===== src/hdl/salu_pkg.sv =====
// Shared types, codes and helpers for the saturating integer ALU.
package salu_pkg;

  localparam int unsigned DataW = 64;
  localparam int unsigned LimbW = DataW / 2;

  // Operation codes
  localparam logic [1:0] CMD_ADD = 2'd0;
  localparam logic [1:0] CMD_SUB = 2'd1;
  localparam logic [1:0] CMD_MUL = 2'd2;

  // Element width codes
  localparam logic [1:0] WSEL_8  = 2'd0;
  localparam logic [1:0] WSEL_16 = 2'd1;
  localparam logic [1:0] WSEL_32 = 2'd2;
  localparam logic [1:0] WSEL_64 = 2'd3;

  typedef struct packed {
    logic [1:0]       command;
    logic             is_signed;
    logic [1:0]       width_sel;
    logic [DataW-1:0] operand_a;
    logic [DataW-1:0] operand_b;
  } salu_in_t;

  typedef struct packed {
    logic [DataW-1:0] result;
    logic             saturated;
  } salu_out_t;

  // Per-item control that rides along the pipeline
  typedef struct packed {
    logic             mul;     // multiply item, final result picked in last stage
    logic             sgn;     // signed element type
    logic [1:0]       wsel;    // element width code
    logic             neg;     // product is negative and nonzero
    logic             asat;    // add/sub saturated
    logic [DataW-1:0] ar;      // add/sub result, masked to element width
  } salu_ctl_t;

  typedef struct packed {
    salu_ctl_t        ctl;
    logic [DataW-1:0] ma;      // operand magnitudes for the multiplier
    logic [DataW-1:0] mb;
  } salu_s1_t;

  typedef struct packed {
    salu_ctl_t        ctl;
    logic [DataW-1:0] p00;
    logic [DataW-1:0] p01;
    logic [DataW-1:0] p10;
    logic [DataW-1:0] p11;
  } salu_s2_t;

  typedef struct packed {
    salu_ctl_t        ctl;
    logic [DataW-1:0] hi;
    logic [DataW-1:0] lo;
  } salu_s3_t;

  // All-ones mask over the selected element width
  function automatic logic [DataW-1:0] width_mask(input logic [1:0] wsel);
    logic [DataW-1:0] m;
    case (wsel)
      WSEL_8:  m = 64'h0000_0000_0000_00FF;
      WSEL_16: m = 64'h0000_0000_0000_FFFF;
      WSEL_32: m = 64'h0000_0000_FFFF_FFFF;
      WSEL_64: m = 64'hFFFF_FFFF_FFFF_FFFF;
      default: m = 64'hFFFF_FFFF_FFFF_FFFF;
    endcase
    return m;
  endfunction

endpackage


===== src/hdl/salu_sat.sv =====
// Stage 4: product clamping, result select and sign/zero extension; output register.
module salu_sat (
  input  logic               clk,
  input  logic               rst_n,
  input  logic               en,
  input  logic               i_valid,
  input  salu_pkg::salu_s3_t  i_data,
  output logic               o_valid,
  output salu_pkg::salu_out_t o_data
);

  logic                       valid_r;
  salu_pkg::salu_out_t        data_r;
  salu_pkg::salu_out_t        data_nxt;

  logic [salu_pkg::DataW-1:0] mask;
  logic [salu_pkg::DataW-1:0] smax;
  logic [salu_pkg::DataW-1:0] sbit;
  logic [salu_pkg::DataW-1:0] lim;
  logic [salu_pkg::DataW-1:0] mag;
  logic [salu_pkg::DataW-1:0] r;
  logic                       over;

  // Clamp the product, else take the add/sub result
  always_comb begin
    mask = salu_pkg::width_mask(i_data.ctl.wsel);
    smax = mask >> 1;
    sbit = mask ^ smax;
    // limit is also the clamped value
    lim  = i_data.ctl.sgn ? (i_data.ctl.neg ? sbit : smax) : mask;
    over = (|i_data.hi) || (i_data.lo > lim);
    mag  = i_data.ctl.neg ? (~i_data.lo + 64'd1) : i_data.lo;
    if (i_data.ctl.mul) begin
      r                  = over ? lim : (mag & mask);
      data_nxt.saturated = over;
    end else begin
      r                  = i_data.ctl.ar;
      data_nxt.saturated = i_data.ctl.asat;
    end
    // widen to 64 bits
    if (i_data.ctl.sgn && (|(r & sbit))) begin
      data_nxt.result = r | ~mask;
    end else begin
      data_nxt.result = r;
    end
  end

  // Output register
  always_ff @(posedge clk) begin
    if (!rst_n) begin
      valid_r <= 1'b0;
    end else if (en) begin
      valid_r <= i_valid;
    end
  end

  always_ff @(posedge clk) begin
    if (en) begin
      data_r <= data_nxt;
    end
  end

  assign o_valid = valid_r;
  assign o_data  = data_r;

endmodule


===== config.mk =====
export PLATFORM = sky130hd
export DESIGN_NAME = salu_sat
export DESIGN_NICKNAME = d
export VERILOG_FILES = /design/src/hdl/salu_pkg.sv /design/src/hdl/salu_sat.sv
export SDC_FILE = /design/constraint.sdc
export NUM_CORES = 1
export LEC_CHECK = 0
export BUFFER_PORTS_ARGS = -buffer_cell sky130_fd_sc_hd__buf_4
export CORE_MARGIN = 3
export CORE_UTILIZATION = 51
export DETAILED_ROUTE_END_ITERATION = 12
export PLACE_DENSITY_LB_ADDON = 0.08
export SETUP_SLACK_MARGIN = 0.4
export SLEW_MARGIN = 20
export SYNTH_ARGS = -nofsm -noshare
export SYNTH_HDL_FRONTEND = slang
export SYNTH_SLANG_ARGS = --single-unit

===== constraint.sdc =====
create_clock -name clk -period 6.1 [get_ports clk]
set_input_delay 1.22 -clock clk [delete_from_list [all_inputs] [get_ports clk]]
set_output_delay 1.22 -clock clk [all_outputs]
set_load 0.005 [all_outputs]

* Word level (Yosys, flattened, before mapping)
Index checks and enable logic that the tools add are counted.
Storage, ports and cells: flip-flop bits (word level) 66, input bits 202, output and inout port bits 66, logic and storage cells 27
Operators by class: add/sub/neg operators 1, $lt $le $gt $ge 1, eq/ne operators 3, mux-type cells 8, bitwise operators 6, reductions and logical operators 5
Operator list (count):
- 2-to-1 mux 64 bit | 6
- one-hot mux 64 bit (4 select lines) | 1
- AND 64 bit | 2
- inverter 64 bit | 2
- OR reduction 64 bit | 2
- adder 64 x 1 -> 64 bit (second input constant) | 1
- greater-than comparator 64 bit | 1
- bitwise OR 64 bit | 1
- bitwise XOR 64 x 63 -> 64 bit | 1
- == test 2 bit (second input constant) | 2
- == test 2 x 1 -> 1 bit (second input constant) | 1
- zero test 2 bit | 1
- logical AND 1 bit | 1
- logical OR 1 bit | 1
- 2-to-1 mux 1 bit | 1

* Logic depth before layout (Yosys ltp)
Gate-level depths: netlist of the first run.
depth in word-level cells 13, depth in mapped cells 16, mapped depth without buffers 13

* Worst setup path before layout of the first run
No wires, ideal clock.
path type input-to-reg, from input port i_data[195] (netlist name), to register data_r, in the netlist o_data[56], data pin, setup time 0.267 ns, data arrival time 4.300 ns, data required time 5.833 ns, path slack 1.533 ns, cell stages on the path 15, path buffers 4, cell sequence clkbuf_1 -> clkbuf_1 -> nand3_1 -> ha_1 -> nand4_1 -> or4_1 -> nor4_1 -> o22ai_1 -> or3_4 -> o31a_1 -> a211o_1 -> nand4bb_1 -> buf_4 -> buf_4 -> o211ai_1
RTL lines:
- from (decl) | line salu_sat.sv:7 | input salu_pkg::salu_s3_t i_data,
- to (signal assigned) | line salu_sat.sv:59 | data_r <= data_nxt;
- to (decl) | line salu_sat.sv:13 | salu_pkg::salu_out_t data_r;

==> impl_results.md, run 1 <==
- Pin count of the biggest net entering global routing: 81
- Final Max Tran Viols: 0
- Nets: ~1100
- Post-synthesis cell type count: 59
- Mapped Cells: 643
- Routed WL per cell: between 15 and 20 microns
- Area growth syn-to-layout: 40.1%
- Worst-case clock buffer depth: 2
- Hold buffer count at cts: 0
- GRT overflow: 0
- Rel. slew slack: between 40% and 50%
- CP Class: input port to register
- Largest fanout on the critical path: 35
- Clock skew: 0 ns
- Die span in y: 111 microns
- Unrepaired setup endpoints after global routing: false
- Initial Utilization: 53.4%
- Fin area: a little under 0.008 sq mm
- Synth Warn #: 0
- Placer congestion estimate: 0.894
- Asr flop ratio synth: 0%
- Most frequent cells in the layout: buf_4 (272), edfxtp_1 (65), nor2_1 (63)
- Number of H-tree levels: 3
- HPWL after DPL: between 15 and 20 mm
- TritonCTS clock tree: yes
- Mux cell area share after synthesis: 0.758%
- Die W: 111 microns
- Hold Path Class: register to register
- Synth Net Count: 859
- IO buf count: 267
- Layout cell share with drive strength beyond 1: 36.4%
- Via count: 6391
- Main combinational cell family by area after synthesis: compound AO/OA/AOI/OAI gates
- Mean post-synth cell area: 8.73 sq um
- LEAKAGE: 3.15 nW
- Clk Latency, worst-skew pair: 0.34 ns
- Initial antenna violation count: 0
- I/O pin cnt: 268
- Synth Area in Compound Gates: 23.8%
- Max Freq: roughly 200 MHz
- Avg Vias per Cell: 6.22
- Clk sinks: between 60 and 70
- Worst setup SP type: input port
- Commonest non-fill, non-tap cell in the layout: buf_4
- Setup TNS: 0 ns
- Mapped Area: 0.00561 sq mm
- Seq/Total Area, Yosys: between 30% and 40%
- Reg clk slew, reported paths: 0.08 ns
- Routed Antenna Nets: 0
- Die area: 0.0123 sq mm
- PwrDens: 175 mW/mm^2
- Post-CTS setup buffer count: 0
- Placed Instance Area: 0.00765 sq mm
- Tcrit/Tclk final: 81.8%
- Drt first pass iters: 5
- Final wirelength: 19.8 mm
- First-pass GRT wire length: 31.3 mm
- Ys flop type: edfxtp_1
- Initial DRC Count: 546
- Setup violators final: 0
- Final Hold Viols: 0
- Number of global-route vias before repair: 6212
- Synth Area in Adders: 3.12%
- Status: finished clean
- Core area: 0.0105 sq mm
- Max Cap Viol: 0
- Post-Synth Simple-Gate Area: 22.7%
- Worst Path Required: approximately 6.2 ns
- DRC viols: 0
- Min Tclk post-route: 4.99 ns
- Worst Tran Pin Value: 0.899 ns
- Flop and latch count out of synthesis: 66
- GRT Util Overall: 31.0%
- CTS buffer count: 9
- Post-Synth XOR/XNOR Area: under 10%
- Rows: 37
- # diodes: 0
- WP data arrival: 5.05 ns
- Post-cts resize count: 0
- Number of synthesized flops with an enable pin: 65
- Root Buffer: clkbuf_8
- CP Capture Type: register
- Worst VDD drop: 0.000117 V
-- flip-flops by register name, indices dropped and copies added (netlist names) --
name     count
o_valid      1
o_data      65
-- Yosys cell counts (all sizes together) (15+ instances only) --
cell type,number,area (sq um)
edfxtp,65,1950
nor2,65,244
xnor2,57,499
nand2,51,191
a21oi,50,250
o21ai,44,228
o211ai,39,343
nor4,28,175
clkbuf,26,97.6
nand4,22,138
nand3,21,105
buf,15,108
inv,15,56.3
or4,15,116
-- report_power, final --
group          switching (mW)  internal [mW]  leakage (nW)
Sequential             0.0146          0.557         0.646
Combinational           0.197          0.221          2.41
Clock                   0.184          0.200        0.0945
-- metrics by stage --
step	hold WS (ns)	total power, mW	setup slack, ns	std cells	utilization [%]
after floorplan	0.507	0.753	1.53	643	-
after global placement	0.497	0.985	0.930	1011	72.8
after detailed placement	0.514	0.995	0.760	1011	72.8
after CTS	0.531	1.38	1.12	1027	74.8
after global routing	0.570	1.45	0.731	1027	74.8
final	0.531	1.37	1.11	1027	74.8
-- critical path: stages --
cell      delay [ns]
buf_4           0.29
inv_1           0.22
nand2_1         0.14
nand3_1         0.09
ha_1            0.32
nand4_1         0.10
or4_1           0.41
nor4_1          0.27
o22ai_1         0.18
a221oi_2        0.39
o31a_1          0.42
buf_4           0.31
nand2_1         0.33
o211ai_1        0.22
o21ai_0         0.12
-- layout make-up --
class	count	area (sq um)
inverters	15	56.3
repair buffers	273	2060
flip-flops and latches	66	1970
fillers	837	2650
clock inverters	6	66.3
multi-input cells	521	3400
well taps	136	170
clock buffers	10	138
-- metal layers --
metal / up-vias / part of all wire [%] / routed length (microns) / GRT usage (%)
met5: - / 0 / 0 / 0
met4: 0 / 2.0 / 403 / 9.11
met3: 40 / 9.1 / 1800 / 5.13
met2: 385 / 51 / 10000 / 55.5
met1: 2999 / 38 / 7560 / 38.3
li1: 2967 / - / - / -
-- worst paths after layout --
path              depth (start not counted)        end  slack (ns)   startpoint
hold reg to reg                           2    o_valid        0.53      o_valid
hold / removal                            2    o_valid        0.53      o_valid
setup / recovery                         15  o_data[7]        1.11  i_data[193]
setup reg to reg                          2    o_valid        5.50      o_valid
-- cells by family (layout without fill, tap and decap cells) --
kind of cell | count (synthesis) | in the layout
DFF | 66 | 66
muxes | 4 | 4
buffers and inverters | 56 | 304
xor gates and xnor gates | 63 | 63
and+or+nand+nor | 247 | 247
adders and majority gates | 14 | 14
AOI/OAI and AO/OA | 193 | 193
(Power assumes the default switching activity.)
==> run 2, diff against run 1 <==
--- a/config.mk
+++ b/config.mk
@@ -5,9 +5,10 @@
 export SDC_FILE = /design/constraint.sdc
 export NUM_CORES = 1
 export LEC_CHECK = 0
+export ABC_AREA = 1
 export BUFFER_PORTS_ARGS = -buffer_cell sky130_fd_sc_hd__buf_4
 export CORE_MARGIN = 3
-export CORE_UTILIZATION = 51
+export CORE_UTILIZATION = 44
 export DETAILED_ROUTE_END_ITERATION = 12
 export PLACE_DENSITY_LB_ADDON = 0.08
 export SETUP_SLACK_MARGIN = 0.4
==> constraint.sdc (replaced) <==
create_clock -name clk -period 4.15 [get_ports clk]
set_input_delay 0.83 -clock clk [delete_from_list [all_inputs] [get_ports clk]]
set_output_delay 0.83 -clock clk [all_outputs]
set_load 0.005 [all_outputs]
==> run 2 against run 1 <==
Against the previous run: combinational power rose by 65%; first-iteration DRC count rose by 55%; core utilization fell by 9.0 points; cell area rose by 13%; sequential cell count did not move; worst setup slack got worse by 0.55 ns.
==> impl_results.md, run 2 <==
- Critical Path Source: i_data[194] (was i_data[193])
- Flop and latch count out of synthesis: 66 (unchanged)
- Most Crowded Layer GR: met2 (unchanged)
- Final Hold Viols: 0 (unchanged)
- Final wirelength: 22.8 mm (was 19.8 mm)
- Synth Area in Compound Gates: 14.4% (was 23.8%)
- Area leader, netlist: edfxtp_1 (unchanged)
- Most frequent cells in the layout: buf_4 (279), nand2_1 (201), nor2_1 (103) (was buf_4 (272), edfxtp_1 (65), nor2_1 (63))
- Total design power: 2.40 mW (was 1.37 mW)
- PwrDens: 271 mW/mm^2 (was 175 mW/mm^2)
- Rel. slew slack: 34.9% (was 40.0%)
- Hold depth: 2 (unchanged)
- IO buf count: 267 (unchanged)
- Met3 Use GR: 5.90% (was 5.13%)
- Hold buffer count at cts: 0 (unchanged)
- Post-Synth XOR/XNOR Area: 8.13% (was 9.83%)
- Synth Net Count: 1096 (was 859)
- Placed Instance Area: 0.00825 sq mm (was 0.00765 sq mm)
- Final Max Tran Viols: 0 (unchanged)
- Number of H-tree levels: 3 (unchanged)
- Worst-case clock buffer depth: 2 (unchanged)
- Layout cell share with drive strength beyond 1: 30.7% (was 36.4%)
- Core area: 0.0135 sq mm (was 0.0105 sq mm)
- Worst Tran Pin Value: 0.972 ns (was 0.899 ns)
- Nets: 1366 (was 1102)
- Worst Min Path Start: o_valid (unchanged)
- FF-to-FF Start: o_valid (unchanged)
- Switching pwr: 0.669 mW (was 0.396 mW)
- Switch share: 27.8% (was 28.8%)
- HPWL after DPL: 17.6 mm (was 15.3 mm)
- WP data arrival: 3.79 ns (was 5.05 ns)
- Mean post-synth cell area: 6.98 sq um (was 8.73 sq um)
- Clock skew: 0 ns (unchanged)
- Post-Synth Simple-Gate Area: 33.6% (was 22.7%)
- CTS buffer count: 9 (unchanged)
- Worst Path Required: 4.35 ns (was 6.16 ns)
- Initial antenna violation count: 3 (was 0)
- Worst setup SP type: input port (unchanged)
- Hold endpoint: o_valid (unchanged)
- Initial Utilization: 45.6% (was 53.4%)
- Routed WL per cell: 17.1 microns (was 19.2 microns)
- Pin count of the biggest net entering global routing: 68 (was 81)
- Die span in y: 124 microns (was 111 microns)
- Most common cell in the netlist: nand2_1
- Synth Area in Adders: 2.85% (was 3.12%)
- Avg Vias per Cell: 5.42 (was 6.22)
- DRC viols: 0 (unchanged)
- CP Class: input port to register (unchanged)
- TritonCTS clock tree: yes (unchanged)
- Clock share of power: 36.5% (was 28.0%)
- Mapped Area: 0.00614 sq mm (was 0.00561 sq mm)
- Mapped Cells: 880 (was 643)
- Clk Latency, worst-skew pair: 0.34 ns (about the same)
- # fillers: 1289 (was 837)
- Flip-flop count of the largest register, all copies and words added: 65 (unchanged)
- Die area: 0.0154 sq mm (was 0.0123 sq mm)
- Tcrit/Tclk final: 86.5%
- Routed Antenna Nets: 0 (unchanged)
- GRT overflow: 0 (unchanged)
- Gate power share: 28.6% (was 30.4%)
- Placer congestion estimate: 0.972 (was 0.894)
- Hold Path Class: register to register (unchanged)
- Number of synthesized flops with an enable pin: 65 (unchanged)
- Max Cap Viol: 0 (unchanged)
- Area growth syn-to-layout: 44.2% (was 40.1%)
- Fin area: 0.00885 sq mm (was 0.00786 sq mm)
- Synth cell count leaders: nand2_1 (215), nor2_1 (104), inv_1 (87) (was edfxtp_1 (65), nor2_1 (65), xnor2_1 (57))
- Unrepaired setup endpoints after global routing: false (unchanged)
- Yosys top cell area share: 31.8% (was 34.8%)
- Reg clk slew, reported paths: 0.05 ns (was 0.08 ns)
- Largest fanout on the critical path: 8 (was 35)
- Pint: 1.73 mW (was 0.978 mW)
- Ys flop type: edfxtp_1 (unchanged)
- Seq pwr share: 34.9% (was 41.6%)
- First-pass GRT wire length: 34.1 mm (was 31.3 mm)
- Area contributors post-synth: edfxtp_1 (32%), nand2_1 (13%), o21ai_0 (6.9%) (was edfxtp_1 (35%), xnor2_1 (8.9%), a21oi_1 (4.5%))
- Max Freq: 278 MHz
- Placed insts: 1301 (was 1011)
- Initial DRC Count: 844 (was 546)
- Commonest non-fill, non-tap cell in the layout: buf_4 (unchanged)
- Number of global-route vias before repair: 6916 (was 6212)
- Fin cells: 1334 (was 1027)
- Mux cell area share after synthesis: 0% (was 0.758%)
- Synth Warn #: 0 (unchanged)
- Via count: 7228 (was 6391)
- Setup TNS: 0 ns (unchanged)
- Post-synthesis cell type count: 46 (was 59)
- Setup violators final: 0 (unchanged)
- I/O pin cnt: 268 (unchanged)
- Drt first pass iters: 5 (unchanged)
- Crit Reg-Reg Endpoint: o_valid (unchanged)
- Min Tclk post-route: approximately 3.6 ns
- GR Util met1: 37.7% (was 38.3%)
- Met2 global-route usage: 47.4% (was 55.5%)
- GRT Util Overall: 28.7% (was 31.0%)
- LEAKAGE: 4.14 nW (was 3.15 nW)
- Worst VDD drop: 0.000168 V (was 0.000117 V)
- Main combinational cell family by area after synthesis: simple AND/OR/NAND/NOR gates (was compound AO/OA/AOI/OAI gates)
- CP Capture Type: register (unchanged)
- R2R setup slack: 3.48 ns (was 5.50 ns)
- Die W: 124 microns (was 111 microns)
- Seq/Total Area, Yosys: 32.1% (was 35.1%)
- Rows: 42 (was 37)
- Clk sinks: 66 (unchanged)
- Status: finished clean (unchanged)
- Root Buffer: clkbuf_16 (was clkbuf_8)
- Asr flop ratio synth: 0% (unchanged)
- R2R depth: 2 (unchanged)
## run 2: worst max path at each step
stage / end / slack, ns / cells after the start
after CTS: o_data[58] / 0.38 / 22
after global placement: o_data[61] / 0.11 / 22
after detailed placement: o_data[56] / 0.003 / 21
final: o_data[58] / 0.56 / 27
after floorplan: o_data[63] / 0.46 / 22
after global routing: o_data[58] / 0.37 / 27
## run 2: routing by layer
| metal | vias up | share of wire (%) |
|---|---|---|
| met5 | - | 0 |
| met3 | 25 | 9.7 |
| met4 | 0 | 2.0 |
| li1 | 3531 | - |
| met1 | 3293 | 41 |
| met2 | 379 | 47 |
## run 2: through the flow
step	hold WS, ns	setup WS [ns]	utilization [%]
after floorplan	0.525	0.456	-
after global placement	0.534	0.115	61.3
after detailed placement	0.541	0.00260	61.3
after CTS	0.551	0.381	63.8
after global routing	0.567	0.367	65.8
final	0.547	0.559	65.8
## run 2: critical path, cell delays in order
cell and delay, ns:
buf_4 0.15, inv_6 0.08, nand2_2 0.09, ha_1 0.29, nand2_2 0.07, inv_1 0.04
ha_1 0.28, a21o_1 0.18, nor2_1 0.10, nand2_1 0.07, nand3_1 0.08, nand2_1 0.05
nand2_1 0.05, nand2_1 0.05, nand2_1 0.05, nand2_1 0.08, nand2_4 0.16, nand2_8 0.10
nand2_2 0.09, nand3_1 0.06, nand2_1 0.13, nand2_1 0.06, nand2_1 0.09, inv_2 0.06
nand2_8 0.15, nand3_4 0.22, nand2_2 0.13
## run 2: cell families after synthesis
kind of cell,count (synthesis)
xor gates and xnor gates,57
and+or+nand+nor,452
buffers and inverters,125
adders and majority gates,14
DFF,66
AOI/OAI and AO/OA,166
## run 2: what timing repair did
action | 4_1_cts | 5_1_grt
buffers inserted | 0 | 9
gates resized for setup | 1 | 36
pin swaps | 0 | 12
endpoints found under the setup margin | 17 | 56
gates cloned | 0 | 5
## run 2: final cells by class
| cell class | instances | area [sq um] | share of cell area, % |
|---|---|---|---|
| clock buffer | 11 | 233 | 2.63 |
| multi-input combinational | 694 | 3790 | 42.8 |
| antenna | 3 | 7.51 | 0.0848 |
| clock inverter | 5 | 103 | 1.16 |
| inverter | 97 | 389 | 4.40 |
| tap | 176 | 220 | 2.49 |
| timing repair buffer | 282 | 2140 | 24.2 |
| sequential | 66 | 1970 | 22.3 |
## run 2: power groups by stage
stage,Combinational [mW],Sequential (mW),Clock (mW)
after floorplan,0.278,0.859,0
after global placement,0.641,0.850,0
after detailed placement,0.645,0.852,0
after CTS,0.647,0.839,0.888
after global routing,0.763,0.844,0.916
final,0.688,0.837,0.877
