===== src/hdl/salu_pkg.sv =====
// Shared types, codes and helpers for the saturating integer ALU.
package salu_pkg;

  localparam int unsigned DataW = 64;
  localparam int unsigned LimbW = DataW / 2;

  // Operation codes
  localparam logic [1:0] CMD_ADD = 2'd0;
  localparam logic [1:0] CMD_SUB = 2'd1;
  localparam logic [1:0] CMD_MUL = 2'd2;

  // Element width codes
  localparam logic [1:0] WSEL_8  = 2'd0;
  localparam logic [1:0] WSEL_16 = 2'd1;
  localparam logic [1:0] WSEL_32 = 2'd2;
  localparam logic [1:0] WSEL_64 = 2'd3;

  typedef struct packed {
    logic [1:0]       command;
    logic             is_signed;
    logic [1:0]       width_sel;
    logic [DataW-1:0] operand_a;
    logic [DataW-1:0] operand_b;
  } salu_in_t;

  typedef struct packed {
    logic [DataW-1:0] result;
    logic             saturated;
  } salu_out_t;

  // Per-item control that rides along the pipeline
  typedef struct packed {
    logic             mul;     // multiply item, final result picked in last stage
    logic             sgn;     // signed element type
    logic [1:0]       wsel;    // element width code
    logic             neg;     // product is negative and nonzero
    logic             asat;    // add/sub saturated
    logic [DataW-1:0] ar;      // add/sub result, masked to element width
  } salu_ctl_t;

  typedef struct packed {
    salu_ctl_t        ctl;
    logic [DataW-1:0] ma;      // operand magnitudes for the multiplier
    logic [DataW-1:0] mb;
  } salu_s1_t;

  typedef struct packed {
    salu_ctl_t        ctl;
    logic [DataW-1:0] p00;
    logic [DataW-1:0] p01;
    logic [DataW-1:0] p10;
    logic [DataW-1:0] p11;
  } salu_s2_t;

  typedef struct packed {
    salu_ctl_t        ctl;
    logic [DataW-1:0] hi;
    logic [DataW-1:0] lo;
  } salu_s3_t;

  // All-ones mask over the selected element width
  function automatic logic [DataW-1:0] width_mask(input logic [1:0] wsel);
    logic [DataW-1:0] m;
    case (wsel)
      WSEL_8:  m = 64'h0000_0000_0000_00FF;
      WSEL_16: m = 64'h0000_0000_0000_FFFF;
      WSEL_32: m = 64'h0000_0000_FFFF_FFFF;
      WSEL_64: m = 64'hFFFF_FFFF_FFFF_FFFF;
      default: m = 64'hFFFF_FFFF_FFFF_FFFF;
    endcase
    return m;
  endfunction

endpackage


===== src/hdl/salu_acc.sv =====
// Stage 3: partial product accumulation into a 128-bit product.
module salu_acc (
  input  logic              clk,
  input  logic              rst_n,
  input  logic              en,
  input  logic              i_valid,
  input  salu_pkg::salu_s2_t i_data,
  output logic              o_valid,
  output salu_pkg::salu_s3_t o_data
);

  localparam int unsigned LW = salu_pkg::LimbW;
  localparam int unsigned DW = salu_pkg::DataW;

  logic               valid_r;
  salu_pkg::salu_s3_t data_r;
  salu_pkg::salu_s3_t data_nxt;
  logic [LW+1:0]      mid;

  // Middle column collects the cross terms and the carry from the low limb
  always_comb begin
    mid = {2'b00, i_data.p00[DW-1:LW]} + {2'b00, i_data.p01[LW-1:0]}
        + {2'b00, i_data.p10[LW-1:0]};
    data_nxt.ctl = i_data.ctl;
    data_nxt.lo  = {mid[LW-1:0], i_data.p00[LW-1:0]};
    data_nxt.hi  = i_data.p11
                 + {{LW{1'b0}}, i_data.p01[DW-1:LW]}
                 + {{LW{1'b0}}, i_data.p10[DW-1:LW]}
                 + {{(DW-2){1'b0}}, mid[LW+1:LW]};
  end

  // Stage register
  always_ff @(posedge clk) begin
    if (!rst_n) begin
      valid_r <= 1'b0;
    end else if (en) begin
      valid_r <= i_valid;
    end
  end

  always_ff @(posedge clk) begin
    if (en) begin
      data_r <= data_nxt;
    end
  end

  assign o_valid = valid_r;
  assign o_data  = data_r;

endmodule


===== config.mk =====
export PLATFORM = sky130hd
export DESIGN_NAME = salu_acc
export DESIGN_NICKNAME = d
export VERILOG_FILES = /design/src/hdl/salu_pkg.sv /design/src/hdl/salu_acc.sv
export SDC_FILE = /design/constraint.sdc
export NUM_CORES = 1
export LEC_CHECK = 0
export BUFFER_PORTS_ARGS = -buffer_cell sky130_fd_sc_hd__buf_4
export CAP_MARGIN = 20
export CORE_AREA = 2 2 207 209
export CTS_CLUSTER_SIZE = 14
export DETAILED_ROUTE_END_ITERATION = 7
export DIE_AREA = 0 0 209 211
export GPL_ROUTABILITY_DRIVEN = 0
export MAX_ROUTING_LAYER = met4
export SLEW_MARGIN = 10
export SYNTH_ARGS = -nofsm -noshare
export SYNTH_HDL_FRONTEND = slang
export SYNTH_SLANG_ARGS = --single-unit

===== constraint.sdc =====
create_clock -name clk -period 16.7 [get_ports clk]
set_input_delay 0 -clock clk [delete_from_list [all_inputs] [get_ports clk]]
set_output_delay 0 -clock clk [all_outputs]
set_load 0.02 [all_outputs]

Word level (Yosys, flattened, before mapping)

Cells that the tools add are included.
Widths: inputs -> output; s select.

$add $sub $neg: 5

Operators with widths:

| operator       | number |
|---|---|
| $add 64x32->64 | 2 |
| $add 64x2->64  | 1 |
| $add 33x32->34 | 1 |
| $add 32x32->33 | 1 |

Flip-flop bits (word level): 199
Input bits: 330
Output and inout bits: 199
Word-level logic and storage cells: 14

Logic depth before layout (Yosys ltp)

Gate-level depths: netlist (run 1).

Depth after elaboration: 3
Gate-level depth with buffers: 28
Mapped depth without buffers: 27

Least setup slack after synthesis (run 1)

Ideal clock, no wire load.

Kind: input to register
Start point: input i_data[65] in the netlist's numbering
End point: register data_r (netlist bit o_data[109]), data pin
Setup time: 0.268 ns
Arrival: 5.212 ns
Data required time: 16.432 ns
Slack: 11.221 ns
Stages: 25
Buffers on the path: 0
Path through: fa_1 -> ha_1 -> inv_1 -> fa_1 -> nor2b_1 -> o31a_1 -> o2111ai_1 -> a21boi_1 -> o21ai_0 -> a21oi_1 -> nand2_1 -> a221o_1 -> fa_1 -> inv_1 -> ha_1 -> inv_1 -> fa_1 -> nand2b_1 -> a21oi_1 -> nor2_1 -> o211ai_2 -> a31oi_4 -> o31a_1 -> nor4_2 -> xor2_1

RTL lines:

| element                | RTL line       | RTL |
|---|---|---|
| start: declaration     | salu_acc.sv:7  | `input salu_pkg::salu_s2_t i_data,` |
| end signal: assignment | salu_acc.sv:43 | `data_r <= data_nxt;` |
| end: declaration       | salu_acc.sv:16 | `salu_pkg::salu_s3_t data_r;` |

==> impl_metrics.prom, run 1 <==
# TYPE chip_impl_metric gauge
chip_impl_metric{name="die_y_extent",unit="µm"} 211
chip_impl_metric{name="initial_utilization",unit=""} 0.284
chip_impl_metric{name="final_net_count",unit=""} 2078
chip_impl_info{name="crit_start",value="i_data[65]"} 1
chip_impl_metric{name="dpl_cell_area",unit="µm²"} 16400
chip_impl_metric{name="cts.reportedPaths.clkPinSlew",unit="ps"} 80
chip_impl_info{name="worstReg2RegStart",value="o_valid"} 1
chip_impl_metric{name="filler_cell_count",unit=""} 3809
chip_impl_info{name="worst_setup_path_endpoint",value="o_data[108]"} 1
chip_impl_metric{name="finalSetupViolCount",unit=""} 0
chip_impl_metric{name="synthesis.yosys.warnings",unit=""} 0
chip_impl_metric{name="grt_max_degree",unit=""} 127
chip_impl_metric{name="cts_setup_buffers",unit=""} 0
chip_impl_metric{name="async_reset_ff_frac",unit=""} 0
chip_impl_metric{name="synth_cells",unit=""} 906
chip_impl_metric{name="tns",unit="ps"} 0
chip_impl_metric{name="globalRouteTotalUtil",unit=""} 0.192
chip_impl_metric{name="first_pass_iters",unit=""} 5
chip_impl_metric{name="drt_wl_total",unit="mm"} 41.8
chip_impl_metric{name="io-pin-count",unit=""} 529
chip_impl_metric{name="postRouteAntennaNets",unit=""} 0
chip_impl_metric{name="drv_cap",unit=""} 0
chip_impl_metric{name="place_worst_setup_slack",unit="ps"} 9830
chip_impl_metric{name="fin_crit",unit="ps"} 6960
chip_impl_metric{name="p_r_area_growth_vs_syn",unit="%"} 56.0
chip_impl_metric{name="ctsLongestPathBuffers",unit=""} 2
chip_impl_metric{name="fraction_of_layout_instances_using_a_drive_strength_above_1",unit=""} 0.358
chip_impl_info{name="critical_path.most_common_cell",value="fa_1"} 1
chip_impl_metric{name="route.vias.total",unit=""} 9984
chip_impl_metric{name="coreArea",unit="µm²"} 41800
chip_impl_metric{name="min_period_over_period",unit=""} 0.417
chip_impl_info{name="cts_root_buffer",value="clkbuf_16"} 1
chip_impl_info{name="worst_hold_path_type",value="input pin to flip-flop"} 1
chip_impl_metric{name="post_drt_via_cell_ratio",unit=""} 4.67
chip_impl_metric{name="number_of_distinct_library_cells_after_synthesis",unit=""} 65
chip_impl_metric{name="timing.fmax",unit="GHz"} 0.144
chip_impl_metric{name="timing_worst_slew_pin_value",unit="ps"} 1170
chip_impl_metric{name="synth_seq_cells",unit=""} 199
chip_impl_metric{name="p_total",unit="µW"} 1940
chip_impl_metric{name="worst_ir_drop_vdd",unit="V"} 0.0000783
chip_impl_metric{name="number_of_buffers_created_by_cts",unit=""} 17
chip_impl_metric{name="crit_buf_inv",unit=""} 4
chip_impl_metric{name="post-route-drc-count",unit=""} 0
chip_impl_metric{name="layout.area.seq",unit="µm²"} 5970
chip_impl_metric{name="final_design_area_no_fill",unit="µm²"} 18500
chip_impl_metric{name="first_pass_grt_wire_length",unit="mm"} 61.4
chip_impl_info{name="synth_flop_cell",value="edfxtp_1"} 1
chip_impl_metric{name="worst-path-stages",unit=""} 25
chip_impl_metric{name="floorplan.die.width",unit="µm"} 209
chip_impl_info{name="timing.critical_path.from_type",value="input pin"} 1
chip_impl_metric{name="mapped_area",unit="µm²"} 11900
chip_impl_metric{name="power.density_cell_area",unit="nW/µm²"} 105
chip_impl_metric{name="post_cts_sizing",unit=""} 0
chip_impl_metric{name="synth_sequential_area_ratio",unit=""} 0.503
chip_impl_metric{name="total_of_hold_buffers_inserted_after_clock_tree_synthesis",unit=""} 146
chip_impl_metric{name="timing.clock.skew",unit="ps"} 0
chip_impl_metric{name="cts_sinks",unit=""} 199
chip_impl_metric{name="drtIter0Drc",unit=""} 604
chip_impl_metric{name="per_instance_average_area_after_synthesis",unit="µm²"} 13.1
chip_impl_metric{name="first_global_vias",unit=""} 10500
chip_impl_info{name="final_cell_mix",value="buf_4, edfxtp_1, dlygate4sd3_1, ha_1, fa_1"} 1
chip_impl_metric{name="die_area",unit="µm²"} 44100
chip_impl_metric{name="slew_headroom",unit=""} 0.221
chip_impl_metric{name="critical_path.max_stage_delay",unit="ps"} 880
chip_impl_info{name="cp-end-kind",value="flip-flop"} 1
chip_impl_metric{name="clock_latency_late_sink",unit="ps"} 460
chip_impl_info{name="r2r_end",value="o_valid"} 1
chip_impl_metric{name="worst-r2r-cell-count",unit=""} 3
chip_impl_metric{name="placementRows",unit=""} 75
chip_impl_info{name="crit_slowest_cell",value="a32oi_1"} 1
chip_impl_metric{name="critPathRequiredTime",unit="ps"} 16910
chip_impl_info{name="run_status",value="complete, no violations"} 1
chip_impl_metric{name="critPathMaxFanout",unit=""} 11
chip_impl_metric{name="post_route_core_utilization",unit=""} 0.443
chip_impl_metric{name="hold_violations",unit=""} 0
chip_impl_metric{name="synth_nets",unit=""} 1399
chip_impl_metric{name="drt-wirelength-per-cell",unit="µm"} 19.5
chip_impl_metric{name="hpwlAfterDp",unit="mm"} 33.0
chip_impl_info{name="grt_setup_unrepaired",value="false"} 1
chip_impl_metric{name="placement.io_buffers",unit=""} 528
chip_impl_info{name="cp_top_family",value="compound AO/OA/AOI/OAI gates"} 1
chip_impl_metric{name="worst-endpoint-arrival",unit="ps"} 7180
chip_impl_metric{name="cts-htree-levels",unit=""} 4
chip_impl_info{name="final_common_cell",value="buf_4"} 1
chip_impl_metric{name="ff2ff_setup_slack",unit="ps"} 15550
chip_impl_metric{name="number_of_synthesized_flops_with_an_enable_pin",unit=""} 198
chip_impl_info{name="tritoncts",value="done"} 1
chip_impl_metric{name="leakage",unit="µW"} 0.00811
chip_impl_metric{name="grt_overflow_total",unit=""} 0
chip_impl_metric{name="post-route-worst-setup-slack",unit="ps"} 9740
chip_impl_metric{name="multi_input_comb_area",unit="µm²"} 5690
chip_impl_metric{name="grt_antenna_before_repair",unit=""} 2
chip_impl_metric{name="slew_limit_fails",unit=""} 0
chip_impl_info{name="worst-setup-path-type",value="input pin to flip-flop"} 1
==> logic make-up (layout without fill, tap and decap cells) <==
group	Yosys count	after routing	synth area share
other cells	0	2	0
fa+ha+maj	163	163	0.214
compound gates	206	206	0.117
buf+inv	53	744	0.0179
mux	1	1	0.000844
xor+xnor	88	88	0.0650
simple gates	196	196	0.0824
flops	199	199	0.503
==> cell usage after synthesis (all sizes together), types with 4 or more instances <==
library cell	instances	area (µm²)
edfxtp	198	5950
inv	38	143
o21a	9	67.6
and4	4	35.0
a21oi	53	265
xor2	38	333
nor3	11	65.1
a31oi	7	58.8
and3	11	68.8
nor2b	8	50.1
xnor2	50	438
o21bai	8	60.1
buf	7	40.0
o211ai	9	77.6
nand2b	9	56.3
fa	67	1340
a41oi	5	43.8
clkbuf	8	30.0
ha	96	1200
a211oi	11	87.6
a21o	37	279
o21ai	38	190
and2	6	37.5
nand3	18	90.1
nand2	47	176
nor2	57	214
nand4	14	87.6
==> how the worst min path moves through the flow <==
stage / startpoint / endpoint / slack (ps) / cells after the start
2_1_floorplan: i_data[192] / o_data[0] / 100 / 0
3_3_place_gp: i_data[282] / o_data[154] / 180 / 1
3_5_place_dp: i_data[217] / o_data[25] / 180 / 1
4_1_cts: i_data[160] / o_data[64] / 20 / 3
5_1_grt: i_data[225] / o_data[33] / 40 / 3
6_report: i_data[160] / o_data[64] / 30 / 3
==> state kept, by name, summed over array words and instances (netlist names) <==
register,count
o_valid,1
o_data,198
==> tightest hold or removal path: cells and delay by family <==
family                     cells  cell delay [ps]
adders and majority gates      2              300
buffers and inverters          1               80
==> metal layers <==
metal  up-vias  track usage  routed length, µm
met5         -            -                  0
met4         0       0.0924               1680
met3        66       0.0373               2340
met2       395        0.340              21900
met1      4792        0.208              15800
li1       4731            -                  -
==> cell type report <==
cell class / count / area share
clock buffer: 17 / 0.0230
timing repair buffer: 675 / 0.294
multi-input combinational: 654 / 0.307
clock inverter: 14 / 0.00953
tap: 539 / 0.0364
antenna: 2 / 0.000270
inverter: 38 / 0.00770
sequential: 199 / 0.322
==> through the flow <==
| stage | instances | hold WS [ps] |
|---|---|---|
| 2_1_floorplan | 906 | 98.9 |
| 3_3_place_gp | 1959 | 178 |
| 3_5_place_dp | 1959 | 179 |
| 4_1_cts | 2136 | 15.9 |
| 5_1_grt | 2138 | 41.9 |
| 6_report | 2138 | 34.5 |
==> where the power goes <==
part	internal [µW]	switching [µW]	leakage, µW
Clock	227	210	0.000293
Sequential	662	24.7	0.00195
Combinational	358	457	0.00587
Total	1250	692	0.00811
(Power assumes the default switching activity.)
==> run 2: changes to the inputs <==
- CORE_AREA: 2 2 207 209 -> 2 2 209 211
- DIE_AREA: 0 0 209 211 -> 0 0 211 213
- clock period: 16.7 -> 6.89 ns (I/O delays scaled with it)
==> run 2 against run 1 <==
  * Count of clock-buffer cells in the layout grew 2
  * Via count shrank 0.30%
  * Sequential power grew 140%
  * Clock power grew 140%
  * Design area is essentially flat
  * Die area grew 1.9%
  * Critical path depth grew 3
  * First-iteration DRC count shrank 14%
  * Largest power group unchanged
==> impl_metrics.prom, run 2 (synthesized netlist as in run 1, its figures left out) <==
# TYPE chip_impl_metric gauge
chip_impl_info{name="run_status",value="complete, no violations"} 1
chip_impl_metric{name="slew_headroom",unit=""} 0.325
chip_impl_metric{name="worst-endpoint-arrival",unit="ps"} 6610
chip_impl_metric{name="hold_violations",unit=""} 0
chip_impl_info{name="crit_slowest_cell",value="dlygate4sd3_1"} 1
chip_impl_metric{name="die_y_extent",unit="µm"} 213
chip_impl_metric{name="drv_cap",unit=""} 0
chip_impl_metric{name="worstHoldPathCells",unit=""} 3
chip_impl_metric{name="largest_register_ffs",unit=""} 198
chip_impl_info{name="cts_root_buffer",value="clkbuf_16"} 1
chip_impl_metric{name="coreArea",unit="µm²"} 42700
chip_impl_info{name="grt_setup_unrepaired",value="false"} 1
chip_impl_metric{name="drt_wl_total",unit="mm"} 41.9
chip_impl_metric{name="placement.io_buffers",unit=""} 528
chip_impl_metric{name="tns",unit="ps"} 0
chip_impl_metric{name="cts_sinks",unit=""} 199
chip_impl_metric{name="dpl_cell_area",unit="µm²"} 16500
chip_impl_metric{name="grt_max_degree",unit=""} 76
chip_impl_metric{name="placementRows",unit=""} 76
chip_impl_metric{name="critPathRequiredTime",unit="ps"} 7100
chip_impl_info{name="worst-setup-path-type",value="input pin to flip-flop"} 1
chip_impl_metric{name="netSwitchingFraction",unit=""} 0.358
chip_impl_metric{name="clock_latency_late_sink",unit="ps"} 460
chip_impl_metric{name="p_r_area_growth_vs_syn",unit="%"} 55.9
chip_impl_metric{name="antenna_cells",unit=""} 0
chip_impl_info{name="final_common_cell",value="buf_4"} 1
chip_impl_metric{name="critPathMaxFanout",unit=""} 14
chip_impl_metric{name="timing_worst_slew_pin_value",unit="ps"} 1010
chip_impl_metric{name="route.vias.total",unit=""} 9954
chip_impl_metric{name="slew_limit_fails",unit=""} 0
chip_impl_metric{name="floorplan.die.width",unit="µm"} 211
chip_impl_info{name="timing.critical_path.from_type",value="input pin"} 1
chip_impl_metric{name="finalSetupViolCount",unit=""} 0
chip_impl_info{name="critical_path.most_common_cell",value="fa_1"} 1
chip_impl_metric{name="final_net_count",unit=""} 2078
chip_impl_metric{name="place_worst_setup_slack",unit="ps"} 364
chip_impl_metric{name="fin_crit",unit="ps"} 6400
chip_impl_metric{name="drt-wirelength-per-cell",unit="µm"} 19.5
chip_impl_metric{name="critical_path.max_stage_delay",unit="ps"} 560
chip_impl_metric{name="power.switching",unit="µW"} 1670
chip_impl_info{name="worst_hold_path_type",value="input pin to flip-flop"} 1
chip_impl_metric{name="postRouteAntennaNets",unit=""} 0
chip_impl_metric{name="timing.clock.skew",unit="ps"} 0
chip_impl_metric{name="grt_antenna_before_repair",unit=""} 0
chip_impl_metric{name="ctsLongestPathBuffers",unit=""} 2
chip_impl_metric{name="worst-r2r-cell-count",unit=""} 3
chip_impl_metric{name="first_pass_iters",unit=""} 7
chip_impl_info{name="cp_top_family",value="compound AO/OA/AOI/OAI gates"} 1
chip_impl_metric{name="die_area",unit="µm²"} 44900
chip_impl_info{name="cp-end-kind",value="flip-flop"} 1
chip_impl_metric{name="timing.fmax",unit="GHz"} 0.156
chip_impl_metric{name="io-pin-count",unit=""} 529
chip_impl_metric{name="number_of_buffers_created_by_cts",unit=""} 17
chip_impl_metric{name="post_drt_via_cell_ratio",unit=""} 4.64
chip_impl_metric{name="post-route-drc-count",unit=""} 0
chip_impl_metric{name="final_design_area_no_fill",unit="µm²"} 18500
chip_impl_info{name="final_cell_mix",value="buf_4, edfxtp_1, dlygate4sd3_1, ha_1, fa_1"} 1
chip_impl_metric{name="share_of_power_burned_in_the_clock_network",unit=""} 0.222
chip_impl_metric{name="hpwlAfterDp",unit="mm"} 33.4
chip_impl_metric{name="min_period_over_period",unit=""} 0.929
chip_impl_metric{name="leakage",unit="µW"} 0.00811
chip_impl_metric{name="grt_overflow_total",unit=""} 0
chip_impl_metric{name="cts_setup_buffers",unit=""} 0
chip_impl_metric{name="worst-path-stages",unit=""} 28
chip_impl_metric{name="drtIter0Drc",unit=""} 519
chip_impl_metric{name="worst_ir_drop_vdd",unit="V"} 0.000169
chip_impl_metric{name="fraction_of_layout_instances_using_a_drive_strength_above_1",unit=""} 0.360
chip_impl_metric{name="seq_power_share",unit=""} 0.357
chip_impl_metric{name="crit_buf_inv",unit=""} 6
chip_impl_metric{name="power.density_cell_area",unit="nW/µm²"} 252
chip_impl_metric{name="initial_utilization",unit=""} 0.278
chip_impl_metric{name="comb_power_share",unit=""} 0.421
chip_impl_metric{name="cts-htree-levels",unit=""} 4
chip_impl_metric{name="globalRouteTotalUtil",unit=""} 0.187
chip_impl_info{name="tritoncts",value="done"} 1
chip_impl_metric{name="first_pass_grt_wire_length",unit="mm"} 60.7
chip_impl_metric{name="cts.reportedPaths.clkPinSlew",unit="ps"} 80
chip_impl_metric{name="cellInternalPower",unit="µW"} 2990
chip_impl_metric{name="post-route-worst-setup-slack",unit="ps"} 487
chip_impl_metric{name="first_global_vias",unit=""} 10500
-- run 2: cell count changes in the layout (fill, tap and decap cells not counted), sizes merged --
cell,change
clkinv,+3
inv,-2
clkinvlp,-1
clkbuf,+2
bufinv,-1
buf,+4
diode,-2
dlygate4sd3,-4
-- run 2: power groups by stage --
stage          combinational (µW)  clock (µW)  sequential, µW
6_report                     1960        1030            1670
5_1_grt                      2150        1100            1690
4_1_cts                      1990        1070            1670
3_5_place_dp                 1910           0            1690
3_3_place_gp                 1900           0            1690
2_1_floorplan                 825           0            1940
-- run 2: area by class of cell --
type / instances / area (µm²)
timing repair buffer: 675 / 5430
inverter: 38 / 143
clock inverter: 13 / 158
sequential: 199 / 5970
clock buffer: 19 / 433
tap: 546 / 683
fill: 3915 / 24200
multi-input combinational: 654 / 5690
-- run 2: repair_timing --
action | 4_1_cts | 5_1_grt
endpoints found under the setup margin | 0 | 1
gates resized for setup | 0 | 1
hold endpoints to repair | 133 | 0
hold buffers | 142 | 0
-- run 2: worst paths after layout --
| kind | startpoint | slack [ps] | end |
|---|---|---|---|
| min reg2reg | o_valid | 1080 | o_valid |
| max | i_data[65] | 490 | o_data[119] |
| min | i_data[160] | 30 | o_data[64] |
| max reg2reg | o_valid | 5720 | o_valid |
-- run 2: metal layers --
layer	wire, µm	share of wire	global-route usage	vias up
met5	0	0	-	-
met4	1640	0.039	0.0894	0
met3	1960	0.047	0.0328	52
met2	22500	0.54	0.338	342
met1	15700	0.38	0.198	4822
li1	-	-	-	4738
-- run 2: through the flow --
stage	utilization	std cells	hold slack [ps]	power [µW]
after floorplan	-	906	98.9	2770
after global placement	0.386	1970	178	3600
after detailed placement	0.386	1970	179	3600
after CTS	0.433	2144	11.2	4730
after global routing	0.433	2144	32.2	4940
final	0.433	2144	33.7	4660
-- run 2: tightest hold or removal path: stages --
cell and delay, ps:
buf_4 80, fa_1 180, ha_1 130
==> run 3: changes to the inputs <==
- GPL_TIMING_DRIVEN: unset -> 0
==> run 3 against run 2 <==
  * Die area unchanged
  * Global-route usage rose by 0.077 points
  * Utilization up 0.37 points
  * Sequential power is essentially flat
  * Worst setup slack worse by 84 ps
  * Sequential share of layout area decreased by 0.27 points
  * Final cell count up 0.98%
  * Count of clock-buffer cells in the layout shrank 2
  * Power is 0.18% lower
  * Clock skew unchanged
  * Critical path depth stayed put
==> impl_metrics.prom, run 3 (synthesized netlist as in run 1, its figures left out) <==
# TYPE chip_impl_metric gauge
chip_impl_info{name="cp-end-kind",value="flip-flop"} 1
chip_impl_metric{name="initial_utilization",unit=""} 0.278
chip_impl_metric{name="number_of_buffers_created_by_cts",unit=""} 17
chip_impl_metric{name="cts.reportedPaths.clkPinSlew",unit="ps"} 80
chip_impl_metric{name="timing.clock.skew",unit="ps"} 0
chip_impl_metric{name="tns",unit="ps"} 0
chip_impl_metric{name="cts-htree-levels",unit=""} 4
chip_impl_metric{name="first_pass_iters",unit=""} 5
chip_impl_metric{name="slew_headroom",unit=""} 0.639
chip_impl_metric{name="power.density_cell_area",unit="nW/µm²"} 250
chip_impl_metric{name="io-pin-count",unit=""} 529
chip_impl_metric{name="die_y_extent",unit="µm"} 213
chip_impl_metric{name="clock_latency_late_sink",unit="ps"} 470
chip_impl_metric{name="fin_crit",unit="ps"} 6490
chip_impl_metric{name="first_global_vias",unit=""} 10500
chip_impl_metric{name="first_pass_grt_wire_length",unit="mm"} 61.0
chip_impl_metric{name="cts_sinks",unit=""} 199
chip_impl_metric{name="grt_antenna_before_repair",unit=""} 3
chip_impl_info{name="worst_hold_path_type",value="input pin to flip-flop"} 1
chip_impl_metric{name="fraction_of_layout_instances_using_a_drive_strength_above_1",unit=""} 0.362
chip_impl_metric{name="die_area",unit="µm²"} 44900
chip_impl_metric{name="worst-endpoint-arrival",unit="ps"} 6710
chip_impl_metric{name="placementRows",unit=""} 76
chip_impl_metric{name="drt_wl_total",unit="mm"} 41.7
chip_impl_metric{name="route.vias.total",unit=""} 10100
chip_impl_metric{name="drt-wirelength-per-cell",unit="µm"} 19.3
chip_impl_metric{name="postRouteAntennaNets",unit=""} 0
chip_impl_metric{name="hold_violations",unit=""} 0
chip_impl_info{name="final_cell_mix",value="buf_4, edfxtp_1, dlygate4sd3_1, ha_1, fa_1"} 1
chip_impl_metric{name="finalSetupViolCount",unit=""} 0
chip_impl_metric{name="timing_worst_slew_pin_value",unit="ps"} 542
chip_impl_metric{name="globalRouteTotalUtil",unit=""} 0.188
chip_impl_metric{name="critPathRequiredTime",unit="ps"} 7110
chip_impl_metric{name="post-route-drc-count",unit=""} 0
chip_impl_metric{name="hpwlAfterDp",unit="mm"} 33.2
chip_impl_metric{name="leakage",unit="µW"} 0.00817
chip_impl_metric{name="grt_max_degree",unit=""} 86
chip_impl_metric{name="worst-r2r-cell-count",unit=""} 3
chip_impl_metric{name="post_route_core_utilization",unit=""} 0.437
chip_impl_metric{name="drv_cap",unit=""} 0
chip_impl_metric{name="min_period_over_period",unit=""} 0.941
chip_impl_info{name="final_common_cell",value="buf_4"} 1
chip_impl_metric{name="largest_register_ffs",unit=""} 198
chip_impl_info{name="timing.critical_path.from_type",value="input pin"} 1
chip_impl_metric{name="ff2ff_setup_slack",unit="ps"} 5720
chip_impl_metric{name="ctsLongestPathBuffers",unit=""} 2
chip_impl_metric{name="worstHoldPathCells",unit=""} 4
chip_impl_metric{name="timing.fmax",unit="GHz"} 0.154
chip_impl_metric{name="grt_overflow_total",unit=""} 0
chip_impl_info{name="worst-setup-path-type",value="input pin to flip-flop"} 1
chip_impl_metric{name="post_drt_via_cell_ratio",unit=""} 4.66
chip_impl_info{name="run_status",value="complete, no violations"} 1
chip_impl_metric{name="final_net_count",unit=""} 2097
chip_impl_metric{name="slew_limit_fails",unit=""} 0
chip_impl_info{name="cts_root_buffer",value="clkbuf_16"} 1
chip_impl_metric{name="placement.io_buffers",unit=""} 528
chip_impl_metric{name="floorplan.die.width",unit="µm"} 211
chip_impl_metric{name="coreArea",unit="µm²"} 42700
chip_impl_metric{name="drtIter0Drc",unit=""} 570
chip_impl_metric{name="p_r_area_growth_vs_syn",unit="%"} 57.2
chip_impl_info{name="tritoncts",value="done"} 1
chip_impl_metric{name="critPathMaxFanout",unit=""} 10
chip_impl_metric{name="worst_ir_drop_vdd",unit="V"} 0.000175
chip_impl_info{name="grt_setup_unrepaired",value="false"} 1
[run 3: cell count changes in the layout (fill, tap and decap cells not counted), sizes merged]
cell and change:
buf +9, bufinv -1, clkbuf +5, clkinv +3, clkinvlp +1, diode +2
dlygate4sd3 +3, inv -1
[run 3: timing repair]
| action | CTS | global route |
|---|---|---|
| endpoints found under the hold margin | 179 | 0 |
| setup buffers | 0 | 4 |
| hold buffers | 145 | 0 |
| resized for setup | 0 | 2 |
| endpoints found under the setup margin | 0 | 6 |
[run 3: layer usage]
layer	vias to the layer above	track usage	wire length, µm
li1	4778	-	-
met5	-	-	0
met3	54	0.0349	2320
met1	4901	0.200	15500
met4	0	0.0843	1430
met2	363	0.339	22500
[run 3: path summary, 6_finish.rpt]
check | start | to
max | i_data[65] | o_data[113]
min | i_data[224] | o_data[32]
max reg2reg | o_valid | o_valid
min reg2reg | o_valid | o_valid
[run 3: final cells by class]
| cell class | instances | area, µm² |
|---|---|---|
| plain buffers | 15 | 70.1 |
| repair buffers | 679 | 5510 |
| well taps | 546 | 683 |
| diodes | 2 | 5.00 |
| fillers | 3895 | 24000 |
| flip-flops and latches | 199 | 5970 |
| clock inverters | 15 | 164 |
| multi-input cells | 654 | 5690 |
| inverters | 38 | 143 |
| clock buffers | 17 | 425 |
[run 3: report_power, final]
| part | internal (µW) | switching (µW) | total, µW | leakage [µW] |
|---|---|---|---|---|
| Sequential | 1600 | 60.8 | 1660 | 0.00195 |
| Combinational | 878 | 1100 | 1980 | 0.00594 |
| Clock | 485 | 530 | 1010 | 0.000284 |
| Total | 2970 | 1690 | 4660 | 0.00817 |
[run 3: metrics by stage]
stage	hold WS (ps)	power, µW	cells	instance area (µm²)	worst slack, ps
2_1_floorplan	98.9	2770	906	11900	1410
3_3_place_gp	179	3580	1980	16500	78.9
3_5_place_dp	179	3590	1982	16600	17.4
4_1_cts	29.7	4700	2159	18600	66.4
5_1_grt	66.5	4930	2165	18700	30.7
6_report	58.8	4660	2165	18700	403
[run 3: critical path: stages]
cell and delay [ps]:
buf_4 110, fa_1 540, ha_1 200, inv_1 70
fa_1 400, nor2b_1 170, o31a_1 220, o2111ai_1 210
a21boi_2 260, o21ai_0 190, a21oi_2 260, nand2_1 80
a221o_1 380, fa_1 440, inv_1 70, ha_1 210
inv_1 70, fa_1 390, nand2b_1 180, a21oi_1 210
nor2_1 140, o211ai_2 250, a31oi_4 190, o31a_1 450
buf_6 200, nor2_1 150, xor2_1 80, dlygate4sd3_1 570
